## config.mk

```make
export PLATFORM = sky130hd
export DESIGN_NAME = ubx_velocity_frame_parser_unit
export DESIGN_NICKNAME = d
export VERILOG_FILES = /design/src/design/uvfp_pkg.sv /design/src/design/uvfp_front.sv /design/src/design/uvfp_fifo.sv /design/src/design/uvfp_back.sv /design/src/design/ubx_velocity_frame_parser_unit.sv
export SDC_FILE = /design/constraint.sdc
export NUM_CORES = 1
export LEC_CHECK = 0
export ABC_AREA = 1
export CORE_MARGIN = 2
export CORE_UTILIZATION = 24
export CTS_CLUSTER_SIZE = 14
export DETAILED_ROUTE_END_ITERATION = 7
export DONT_BUFFER_PORTS = 1
export GPL_TIMING_DRIVEN = 0
export PLACE_DENSITY_LB_ADDON = 0.3
export SYNTH_ARGS = -nofsm -noshare
export SYNTH_HDL_FRONTEND = slang
export SYNTH_SLANG_ARGS = --single-unit
```

## constraint.sdc

```tcl
create_clock -name clock -period 23.6 [get_ports clock]
set_input_delay 3.54 -clock clock [delete_from_list [all_inputs] [get_ports clock]]
set_output_delay 3.54 -clock clock [all_outputs]
set_load 0.05 [all_outputs]
```

## src/design/uvfp_pkg.sv

```systemverilog
// Shared types and constants for the velocity frame parser.
package uvfp_pkg;

   localparam logic [7:0] SYNC_FIRST  = 8'hB5;
   localparam logic [7:0] SYNC_SECOND = 8'h62;

   localparam int FRAME_LEN  = 40;
   localparam int FRAME_BITS = 8 * FRAME_LEN;
   localparam int POS_W      = 6;

   // frame position codes
   localparam logic [POS_W-1:0] POS_HUNT       = 6'd0;
   localparam logic [POS_W-1:0] POS_SYNC2      = 6'd1;
   localparam logic [POS_W-1:0] POS_FIRST_DATA = 6'd2;
   localparam logic [POS_W-1:0] POS_CK_A       = 6'd42;
   localparam logic [POS_W-1:0] POS_CK_B       = 6'd43;

   // word kinds passed from front to back
   localparam logic KIND_STORE = 1'b0;
   localparam logic KIND_EMIT  = 1'b1;

   localparam int QUEUE_DEPTH = 4;
   localparam int QPTR_W      = 2;
   localparam int QCNT_W      = 3;

   typedef struct packed {
      logic             kind;
      logic [7:0]       data;
   } word_type;

   typedef struct packed {
      logic [7:0]  msg_class;
      logic [7:0]  msg_id;
      logic [15:0] payload_len;
      logic [31:0] time_of_week;
      logic [31:0] vel_north;
      logic [31:0] vel_east;
      logic [31:0] vel_down;
      logic [31:0] speed_3d;
      logic [31:0] ground_speed;
      logic [31:0] heading_value;
      logic [31:0] speed_accuracy;
      logic [31:0] heading_accuracy;
   } result_type;

endpackage

```

## src/design/uvfp_front.sv

```systemverilog
// Front end: sync hunt, frame position and running Fletcher checksum.
module uvfp_front (
   input  logic                  clock,
   input  logic                  reset,
   input  logic                  take,
   input  logic [7:0]            rx_byte,
   output logic                  word_valid,
   output uvfp_pkg::word_type    word
);

   logic [uvfp_pkg::POS_W-1:0] pos_ff, pos_in;
   logic [7:0]                 sum_a_ff, sum_a_in;
   logic [7:0]                 sum_b_ff, sum_b_in;
   logic [7:0]                 sum_a_next;

   assign sum_a_next = sum_a_ff + rx_byte;

   always_comb begin
      pos_in     = pos_ff;
      sum_a_in   = sum_a_ff;
      sum_b_in   = sum_b_ff;
      word_valid = 1'b0;
      word.kind  = uvfp_pkg::KIND_STORE;
      word.data  = rx_byte;
      if (take) begin
         priority if (pos_ff == uvfp_pkg::POS_HUNT) begin
            pos_in = (rx_byte == uvfp_pkg::SYNC_FIRST) ? uvfp_pkg::POS_SYNC2
                                                       : uvfp_pkg::POS_HUNT;
         end else if (pos_ff == uvfp_pkg::POS_SYNC2) begin
            if (rx_byte == uvfp_pkg::SYNC_SECOND) begin
               pos_in   = uvfp_pkg::POS_FIRST_DATA;
               sum_a_in = 8'd0;
               sum_b_in = 8'd0;
            end else begin
               pos_in = uvfp_pkg::POS_HUNT;
            end
         end else if (pos_ff < uvfp_pkg::POS_CK_A) begin
            word_valid = 1'b1;
            sum_a_in   = sum_a_next;
            sum_b_in   = sum_b_ff + sum_a_next;
            pos_in     = pos_ff + 6'd1;
         end else if (pos_ff == uvfp_pkg::POS_CK_A) begin
            pos_in = (rx_byte == sum_a_ff) ? uvfp_pkg::POS_CK_B : uvfp_pkg::POS_HUNT;
         end else if (pos_ff == uvfp_pkg::POS_CK_B) begin
            pos_in = uvfp_pkg::POS_HUNT;
            if (rx_byte == sum_b_ff) begin
               word_valid = 1'b1;
               word.kind  = uvfp_pkg::KIND_EMIT;
            end
         end else begin
            pos_in = uvfp_pkg::POS_HUNT;
         end
      end
   end

   always_ff @(posedge clock) begin
      if (reset) begin
         pos_ff   <= uvfp_pkg::POS_HUNT;
         sum_a_ff <= 8'd0;
         sum_b_ff <= 8'd0;
      end else begin
         pos_ff   <= pos_in;
         sum_a_ff <= sum_a_in;
         sum_b_ff <= sum_b_in;
      end
   end

endmodule

```

## src/design/uvfp_fifo.sv

```systemverilog
// Short word queue between front and back.
module uvfp_fifo (
   input  logic                  clock,
   input  logic                  reset,
   input  logic                  push_valid,
   input  uvfp_pkg::word_type    push_word,
   output logic                  full,
   input  logic                  pop_take,
   output uvfp_pkg::word_type    pop_word,
   output logic                  empty
);

   uvfp_pkg::word_type            mem_ff [uvfp_pkg::QUEUE_DEPTH];
   logic [uvfp_pkg::QPTR_W-1:0]   wr_ptr_ff, wr_ptr_in;
   logic [uvfp_pkg::QPTR_W-1:0]   rd_ptr_ff, rd_ptr_in;
   logic [uvfp_pkg::QCNT_W-1:0]   count_ff, count_in;
   logic                          do_push, do_pop;

   assign full     = (count_ff == uvfp_pkg::QCNT_W'(uvfp_pkg::QUEUE_DEPTH));
   assign empty    = (count_ff == '0);
   assign do_push  = push_valid && !full;
   assign do_pop   = pop_take && !empty;
   assign pop_word = mem_ff[rd_ptr_ff];

   always_comb begin
      wr_ptr_in = do_push ? wr_ptr_ff + 1'b1 : wr_ptr_ff;
      rd_ptr_in = do_pop  ? rd_ptr_ff + 1'b1 : rd_ptr_ff;
      count_in  = count_ff;
      if (do_push && !do_pop) begin
         count_in = count_ff + 1'b1;
      end else if (do_pop && !do_push) begin
         count_in = count_ff - 1'b1;
      end
   end

   always_ff @(posedge clock) begin
      if (do_push) begin
         mem_ff[wr_ptr_ff] <= push_word;
      end
   end

   always_ff @(posedge clock) begin
      if (reset) begin
         wr_ptr_ff <= '0;
         rd_ptr_ff <= '0;
         count_ff  <= '0;
      end else begin
         wr_ptr_ff <= wr_ptr_in;
         rd_ptr_ff <= rd_ptr_in;
         count_ff  <= count_in;
      end
   end

endmodule

```

## src/design/uvfp_back.sv

```systemverilog
// Back end: frame byte shift register, field unpacking and result register.
module uvfp_back (
   input  logic                  clock,
   input  logic                  reset,
   input  logic                  q_empty,
   input  uvfp_pkg::word_type    q_word,
   output logic                  q_take,
   input  logic                  rsp_take,
   output logic                  rsp_valid,
   output uvfp_pkg::result_type  rsp_data
);

   // bytes shift in from the top; after a full body, frame byte k sits at [8k+7:8k]
   logic [uvfp_pkg::FRAME_BITS-1:0] frame_ff;
   uvfp_pkg::result_type            result_ff, result_in;
   logic                            valid_ff, valid_in;
   logic                            slot_free;

   assign slot_free = !valid_ff || rsp_take;
   assign q_take    = !q_empty && ((q_word.kind == uvfp_pkg::KIND_STORE) || slot_free);

   // little-endian fields fall out as plain slices of the shifted body
   always_comb begin
      result_in.msg_class        = frame_ff[7:0];
      result_in.msg_id           = frame_ff[15:8];
      result_in.payload_len      = frame_ff[31:16];
      result_in.time_of_week     = frame_ff[63:32];
      result_in.vel_north        = frame_ff[95:64];
      result_in.vel_east         = frame_ff[127:96];
      result_in.vel_down         = frame_ff[159:128];
      result_in.speed_3d         = frame_ff[191:160];
      result_in.ground_speed     = frame_ff[223:192];
      result_in.heading_value    = frame_ff[255:224];
      result_in.speed_accuracy   = frame_ff[287:256];
      result_in.heading_accuracy = frame_ff[319:288];
   end

   always_comb begin
      valid_in = valid_ff;
      if (q_take && (q_word.kind == uvfp_pkg::KIND_EMIT)) begin
         valid_in = 1'b1;
      end else if (rsp_take) begin
         valid_in = 1'b0;
      end
   end

   // frame bytes and result payload need no reset
   always_ff @(posedge clock) begin
      if (q_take && (q_word.kind == uvfp_pkg::KIND_STORE)) begin
         frame_ff <= {q_word.data, frame_ff[uvfp_pkg::FRAME_BITS-1:8]};
      end
      if (q_take && (q_word.kind == uvfp_pkg::KIND_EMIT)) begin
         result_ff <= result_in;
      end
   end

   always_ff @(posedge clock) begin
      if (reset) begin
         valid_ff <= 1'b0;
      end else begin
         valid_ff <= valid_in;
      end
   end

   assign rsp_valid = valid_ff;
   assign rsp_data  = result_ff;

endmodule

```

## src/design/ubx_velocity_frame_parser_unit.sv

```systemverilog
// Top level of the velocity frame parser: front, word queue, back.
//
//  channel   ports                       word                    accepted when
//  --------  --------------------------  ----------------------  -------------------
//  request   push, full, req_rx_byte      one received byte       push && !full
//  response  empty, pop, rsp_*            one unpacked frame      pop && !empty
//
// One byte is taken per cycle; the front end decides position and checksum in
// the same cycle, so push is taken every cycle unless the four-word queue is full.
// After the last checksum byte is accepted, its frame-done word enters the queue
// and is then taken by the back end, which loads the result register; empty falls then.
// Reset (synchronous, active high) returns the hunt to the first sync byte and
// empties the queue and the result register; the frame store is not cleared.
// A waiting result stalls only the frame-done word, so bytes keep flowing
// until the queue fills, and full then holds off push.
module ubx_velocity_frame_parser_unit (
   input  logic                clock,
   input  logic                reset,
   input  logic                push,
   output logic                full,
   input  logic [7:0]          req_rx_byte,
   output logic                empty,
   input  logic                pop,
   output logic [7:0]          rsp_msg_class,
   output logic [7:0]          rsp_msg_id,
   output logic [15:0]         rsp_payload_len,
   output logic [31:0]         rsp_time_of_week,
   output logic signed [31:0]  rsp_vel_north,
   output logic signed [31:0]  rsp_vel_east,
   output logic signed [31:0]  rsp_vel_down,
   output logic [31:0]         rsp_speed_3d,
   output logic [31:0]         rsp_ground_speed,
   output logic signed [31:0]  rsp_heading_value,
   output logic [31:0]         rsp_speed_accuracy,
   output logic [31:0]         rsp_heading_accuracy
);

   logic                  take;
   logic                  word_valid;
   uvfp_pkg::word_type    front_word;
   logic                  q_empty;
   logic                  q_take;
   uvfp_pkg::word_type    q_word;
   logic                  rsp_valid;
   uvfp_pkg::result_type  rsp_data;

   // input word accepted
   assign take = push && !full;

   uvfp_front u_front (
      .clock      (clock),
      .reset      (reset),
      .take       (take),
      .rx_byte    (req_rx_byte),
      .word_valid (word_valid),
      .word       (front_word)
   );

   uvfp_fifo u_fifo (
      .clock      (clock),
      .reset      (reset),
      .push_valid (word_valid),
      .push_word  (front_word),
      .full       (full),
      .pop_take   (q_take),
      .pop_word   (q_word),
      .empty      (q_empty)
   );

   uvfp_back u_back (
      .clock     (clock),
      .reset     (reset),
      .q_empty   (q_empty),
      .q_word    (q_word),
      .q_take    (q_take),
      .rsp_take  (pop),
      .rsp_valid (rsp_valid),
      .rsp_data  (rsp_data)
   );

   assign empty                = !rsp_valid;
   assign rsp_msg_class        = rsp_data.msg_class;
   assign rsp_msg_id           = rsp_data.msg_id;
   assign rsp_payload_len      = rsp_data.payload_len;
   assign rsp_time_of_week     = rsp_data.time_of_week;
   assign rsp_vel_north        = $signed(rsp_data.vel_north);
   assign rsp_vel_east         = $signed(rsp_data.vel_east);
   assign rsp_vel_down         = $signed(rsp_data.vel_down);
   assign rsp_speed_3d         = rsp_data.speed_3d;
   assign rsp_ground_speed     = rsp_data.ground_speed;
   assign rsp_heading_value    = $signed(rsp_data.heading_value);
   assign rsp_speed_accuracy   = rsp_data.speed_accuracy;
   assign rsp_heading_accuracy = rsp_data.heading_accuracy;

endmodule
```

==> Yosys cells after proc, flatten, opt, wreduce, memory -nomap -nowiden <==
Memory sizes are Yosys's and may differ from the RTL's. A register that Yosys moved wholly into a read port is not among the register bits.
Cells that the tools add are included.
W data, S select, Z words.
{ "totals": {"regBits": 670, "ramBits": 36, "in_bits": 12, "word_cells": 92, "n_memories": 1} }
{ "mem_list": {"columns": ["name", "words", "word_bits", "read_ports", "rd_clocked_by_memory_dff", "wr", "line_no", "source"], "rows": [
  ["u_fifo.mem_ff", 4, 9, 1, 1, 1, "uvfp_fifo.sv:13", "uvfp_pkg::word_type mem_ff [uvfp_pkg::QUEUE_DEPTH];"]
]} }
{ "op_classes": {"addsub": 7, "order_cmp": 1, "n_eq_ne": 9, "n_mux": 31, "n_bitwise": 2, "reduce_logical": 21} }
{ "op_table": {"columns": ["operator", "count"], "rows": [
  ["$mux W8", 5],
  ["$mux W6", 5],
  ["$add A8 B8 Y8", 2],
  ["$eq A8 B8 Y1", 2],
  ["$mux W1", 16],
  ["$eq A6 B6 Y1 const B", 2],
  ["$eq A8 B7 Y1 const B", 1],
  ["$eq A8 B8 Y1 const B", 1],
  ["$logic_and A1 B1 Y1", 8],
  ["$add A6 B1 Y6 const B", 1],
  ["$eq A6 B1 Y1 const B", 1],
  ["$logic_not A6 Y1", 1],
  ["$lt A6 B6 Y1 const B", 1],
  ["$mux W2", 3],
  ["$mux W3", 2],
  ["$reduce_bool A2 Y1", 3],
  ["$logic_not A1 Y1", 5],
  ["$add A2 B1 Y2 const B", 2],
  ["$reduce_and A4 Y1", 1],
  ["$add A3 B1 Y3 const B", 1],
  ["$eq A3 B3 Y1 const B", 1],
  ["$logic_not A3 Y1", 1],
  ["$sub A3 B1 Y3 const B", 1],
  ["$logic_or A1 B1 Y1", 2],
  ["2 further kinds", 3]
]} }

==> Depth between registers and ports, before layout <==
{ "depth": {"word_depth": 13, "ltp_mapped": 18} }

==> By module <==
A second synthesis with hierarchy kept.
{ "unflattened": {"cells_unflattened": 1100, "area_unflattened_um2": 23060.9} }
{ "modules_own_cells": {"columns": ["mod", "n_inst", "cells_each", "area_per_inst_um2"], "rows": [
  ["uvfp_back", 1, 653, 19286.0],
  ["uvfp_front", 1, 288, 1900.6],
  ["uvfp_fifo", 1, 156, 1860.5],
  ["ubx_velocity_frame_parser_unit", 1, 3, 13.8]
]} }

==> Least setup slack after synthesis <==
No wires, ideal clock.
{ "synth_path": {"path_type": "register to register", "startpoint": "register (tool-made name)", "endpoint": "register u_back.frame_ff[0] (netlist name) (enable)", "setup_ns": 1.007, "arrival_ns": 14.095, "required_ns": 22.593, "slack_ns": 8.498, "path_stages_with_launch": 6, "path_cell_list": "dfxtp_1 clkbuf_1 inv_1 nand3_1 and2_1 nor2_1"} }
{ "synth_lines": {"columns": ["element", "line_no", "source"], "rows": [
  ["to (signal assigned)", "uvfp_back.sv:50", "frame_ff <= {q_word.data, frame_ff[uvfp_pkg::FRAME_BITS-1:8]};"],
  ["to (decl)", "uvfp_back.sv:14", "logic [uvfp_pkg::FRAME_BITS-1:0] frame_ff;"]
]} }

==> Worst setup path in the final report <==
{ "layout_path": {"startpoint": "input port pop", "endpoint": "register u_back.result_ff (netlist bit u_back.rsp_data[110]) (enable)"} }
{ "layout_via": {"elab_chain_len": 4} }
{ "layout_lines": {"columns": ["element", "line_no", "source"], "rows": [
  ["from (decl)", "ubx_velocity_frame_parser_unit.sv:23", "input logic pop,"],
  ["$logic_or A1 B1 Y1", "uvfp_back.sv:19", "assign slot_free = !valid_ff || rsp_take;"],
  ["$logic_or A1 B1 Y1", "uvfp_back.sv:20", "assign q_take = !q_empty && ((q_word.kind == uvfp_pkg::KIND_STORE) || slot_free);"],
  ["$logic_and A1 B1 Y1", "uvfp_back.sv:20", null],
  ["$logic_and A1 B1 Y1", "uvfp_back.sv:52", "if (q_take && (q_word.kind == uvfp_pkg::KIND_EMIT)) begin"],
  ["to (signal assigned)", "uvfp_back.sv:53", "result_ff <= result_in;"],
  ["to (decl)", "uvfp_back.sv:15", "uvfp_pkg::result_type result_ff, result_in;"]
]} }
Every way passes these cells.
A chain may end at the register's enable or synchronous reset.

==> impl_metrics.toml <==
[die]
die_w_um = 313
io-pin-count = 334
dieHeight_um = 313
start_util_pct = 24.2
core_mm2 = 0.0947
num_rows = 113
die_area_mm2 = 0.0979

[sta]
fmax_mhz = 180
rsz0062_at_grt = "false"
period_share_pct = 23.6
hold_violations = 0
tightest_slew_ps = 979
setup_tns_ps = 0
finClkSkew_ps = 20.0
drv_slew = 0
setup_viol = 0
min_period_ps = 5560
max_slew_margin_pct = 34.5

[clock_network]
postCtsSetupRepairBufs = 0
clk_path_buf_depth = 3
cts_resized = 0
numCtsBuffers = 77
htree_levels = 3
cts_tree = "built"
insertion_delay_ps = 620
cts.clk_slew.worst_paths_ps = 60
clockRootBuffer = "clkbuf_16"
cts.sinks = 708
hold_buffers = 0

[logic_synthesis]
synth_top_area_cell = "edfxtp_1"
yosys_warnings = 0
synth_flop_cell = "edfxtp_1"
synth.top_cell.area_share_pct = 88.6
avgSynthCellArea_um2 = 21.5
synth_area_mm2 = 0.0229
synth_cell_types = 40
ys_ff_latch = 708
synthArstFlopShare_pct = 0
syn_inst = 1067
synth_common_cells = "edfxtp_1 (676), nand2_1 (85), inv_1 (50)"
ys_seq_area_share_pct = 91.4
synth_edf_count = 676
synth_fp_nets = 1105
yosys-top-cells-area = "edfxtp_1 (89%), dfxtp_1 (2.8%), nand2_1 (1.4%)"
yosys.cell_count.top_type = "edfxtp_1"

[setup_path]
critPathMaxFanout = 116
startpoint_type = "input pin"
critPathArrivalTime_ps = 5820
critPathKind = "in -> reg"
worst-endpoint-required_ps = 23860
critPathCaptureType = "flip-flop"

[layout]
fin_area_mm2 = 0.0272
n_antenna_cell = 0
drive_gt1_share_pct = 12.9
layout.nets = 1198
area_delta_synth_final_pct = 18.9

[global_route]
grt_pass1_wl_mm = 64.6
grt_overflow = 0
grtUsageTotal_pct = 8.78
grt_pass1_vias = 9658
grt_max_degree = 117
antenna_found_initial = 0

[routing]
drc = 0
viasPerCell = 3.83
drt_iter0_markers = 786
drt-total-wl_mm = 44.7
vias = 9525
first_pass_iters = 5
post_drt_wl_per_cell_um = 18.0
ant_nets = 0

[place]
portBuffers = 0
post-dp-hpwl_mm = 29.0
gp_congestion = 0.769
post_dp_cell_area_mm2 = 0.0248

[worst_hold_path]
hp-class = "reg -> reg"

[flow_run]
max_cap_viol_count = 0

[run_status]
status = "finished, final reports clean"
## cell usage in the layout, fill, tap and decap left out, types with 3 or more instances in the layout
cell        count
o21ai_1         3
inv_8           4
a21oi_1        32
inv_2           3
clkbuf_1       23
or2_2           3
inv_1          49
xor2_1          6
nor3_1          3
nand3_1        25
a21oi_2         7
edfxtp_1      676
nor4_1          4
clkinv_2       14
clkinv_1        8
ha_1           23
nor2_1         36
bufinv_16       4
o22ai_1         9
xnor2_1         4
o21ai_0        29
clkinvlp_4      4
nand2_2         3
fa_1            3
inv_6           3
buf_16          5
clkbuf_16      79
buf_12          9
clkinv_4        3
nand2_1        85
dfxtp_1        32
## layout make-up
class	count	area [um^2]
Multi-Input combinational cell	298	1720
Inverter	53	206
Clock buffer	98	2050
Fill cell	9276	67500
Timing Repair Buffer	14	318
Sequential cell	708	20900
Buffer	8	56.3
Clock inverter	41	377
Tap cell	1265	1580
## per-stage QoR
step	utilization (%)	cells	hold WS (ps)	setup WS, ps
detailed placement	26.2	2346	406	17330
global route	28.8	2485	431	17830
global placement	25.9	2332	405	1020
CTS	28.8	2485	424	17990
finish	28.8	2485	423	18040
floorplan	-	1067	400	8500
## sequential cells by signal, indices dropped and copies added (netlist names), named ones only
| register | flops |
|---|---|
| u_front.sum_b_ff | 8 |
| u_fifo.mem_ff | 36 |
| u_fifo.count_ff | 3 |
| u_front.sum_a_ff | 8 |
| u_fifo.rd_ptr_ff | 2 |
| u_fifo.wr_ptr_ff | 2 |
| u_front.pos_ff | 6 |
| u_back.rsp_data | 320 |
| u_back.frame_ff | 320 |
| u_back.rsp_valid | 1 |
## per-layer routing
layer / track usage (%) / part of all wire [%] / vias up
met5: 0 / 0 / -
met4: 3.40 / 2.4 / 0
met3: 4.41 / 10 / 71
met2: 13.6 / 46 / 354
met1: 10.4 / 42 / 4826
li1: - / - / 4274
## cell families (layout without fill, tap and decap cells)
logic type,after synthesis,in the layout,synth area share (%)
flip-flops,708,708,91.4
buffers and inverters,61,214,1.11
XOR/XNOR,10,10,0.382
AND/OR/NAND/NOR,175,175,3.41
AO/OA/AOI/OAI,87,87,2.16
adder cells (fa/ha/maj),26,26,1.52
## worst paths after layout
path / to / slack, ps / depth (start not counted) / start
worst max register to register: u_back.rsp_data[110] / 19840 / 10 / flip-flop
worst min register to register: u_back.rsp_data[315] / 420 / 0 / u_back.frame_ff[3]
worst max-delay path: u_back.rsp_data[110] / 18040 / 7 / pop
worst min-delay path: u_back.rsp_data[315] / 420 / 0 / u_back.frame_ff[3]
## critical path, cell delays in order
cell,delay [ps]
inv_1,30
a31oi_2,280
nand2_1,220
inv_8,240
buf_16,390
buf_16,450
buf_16,350
Power is left out: the tool's default activity adds up to more than one toggle a clock period on the data nets, which glitch-free logic cannot reach.
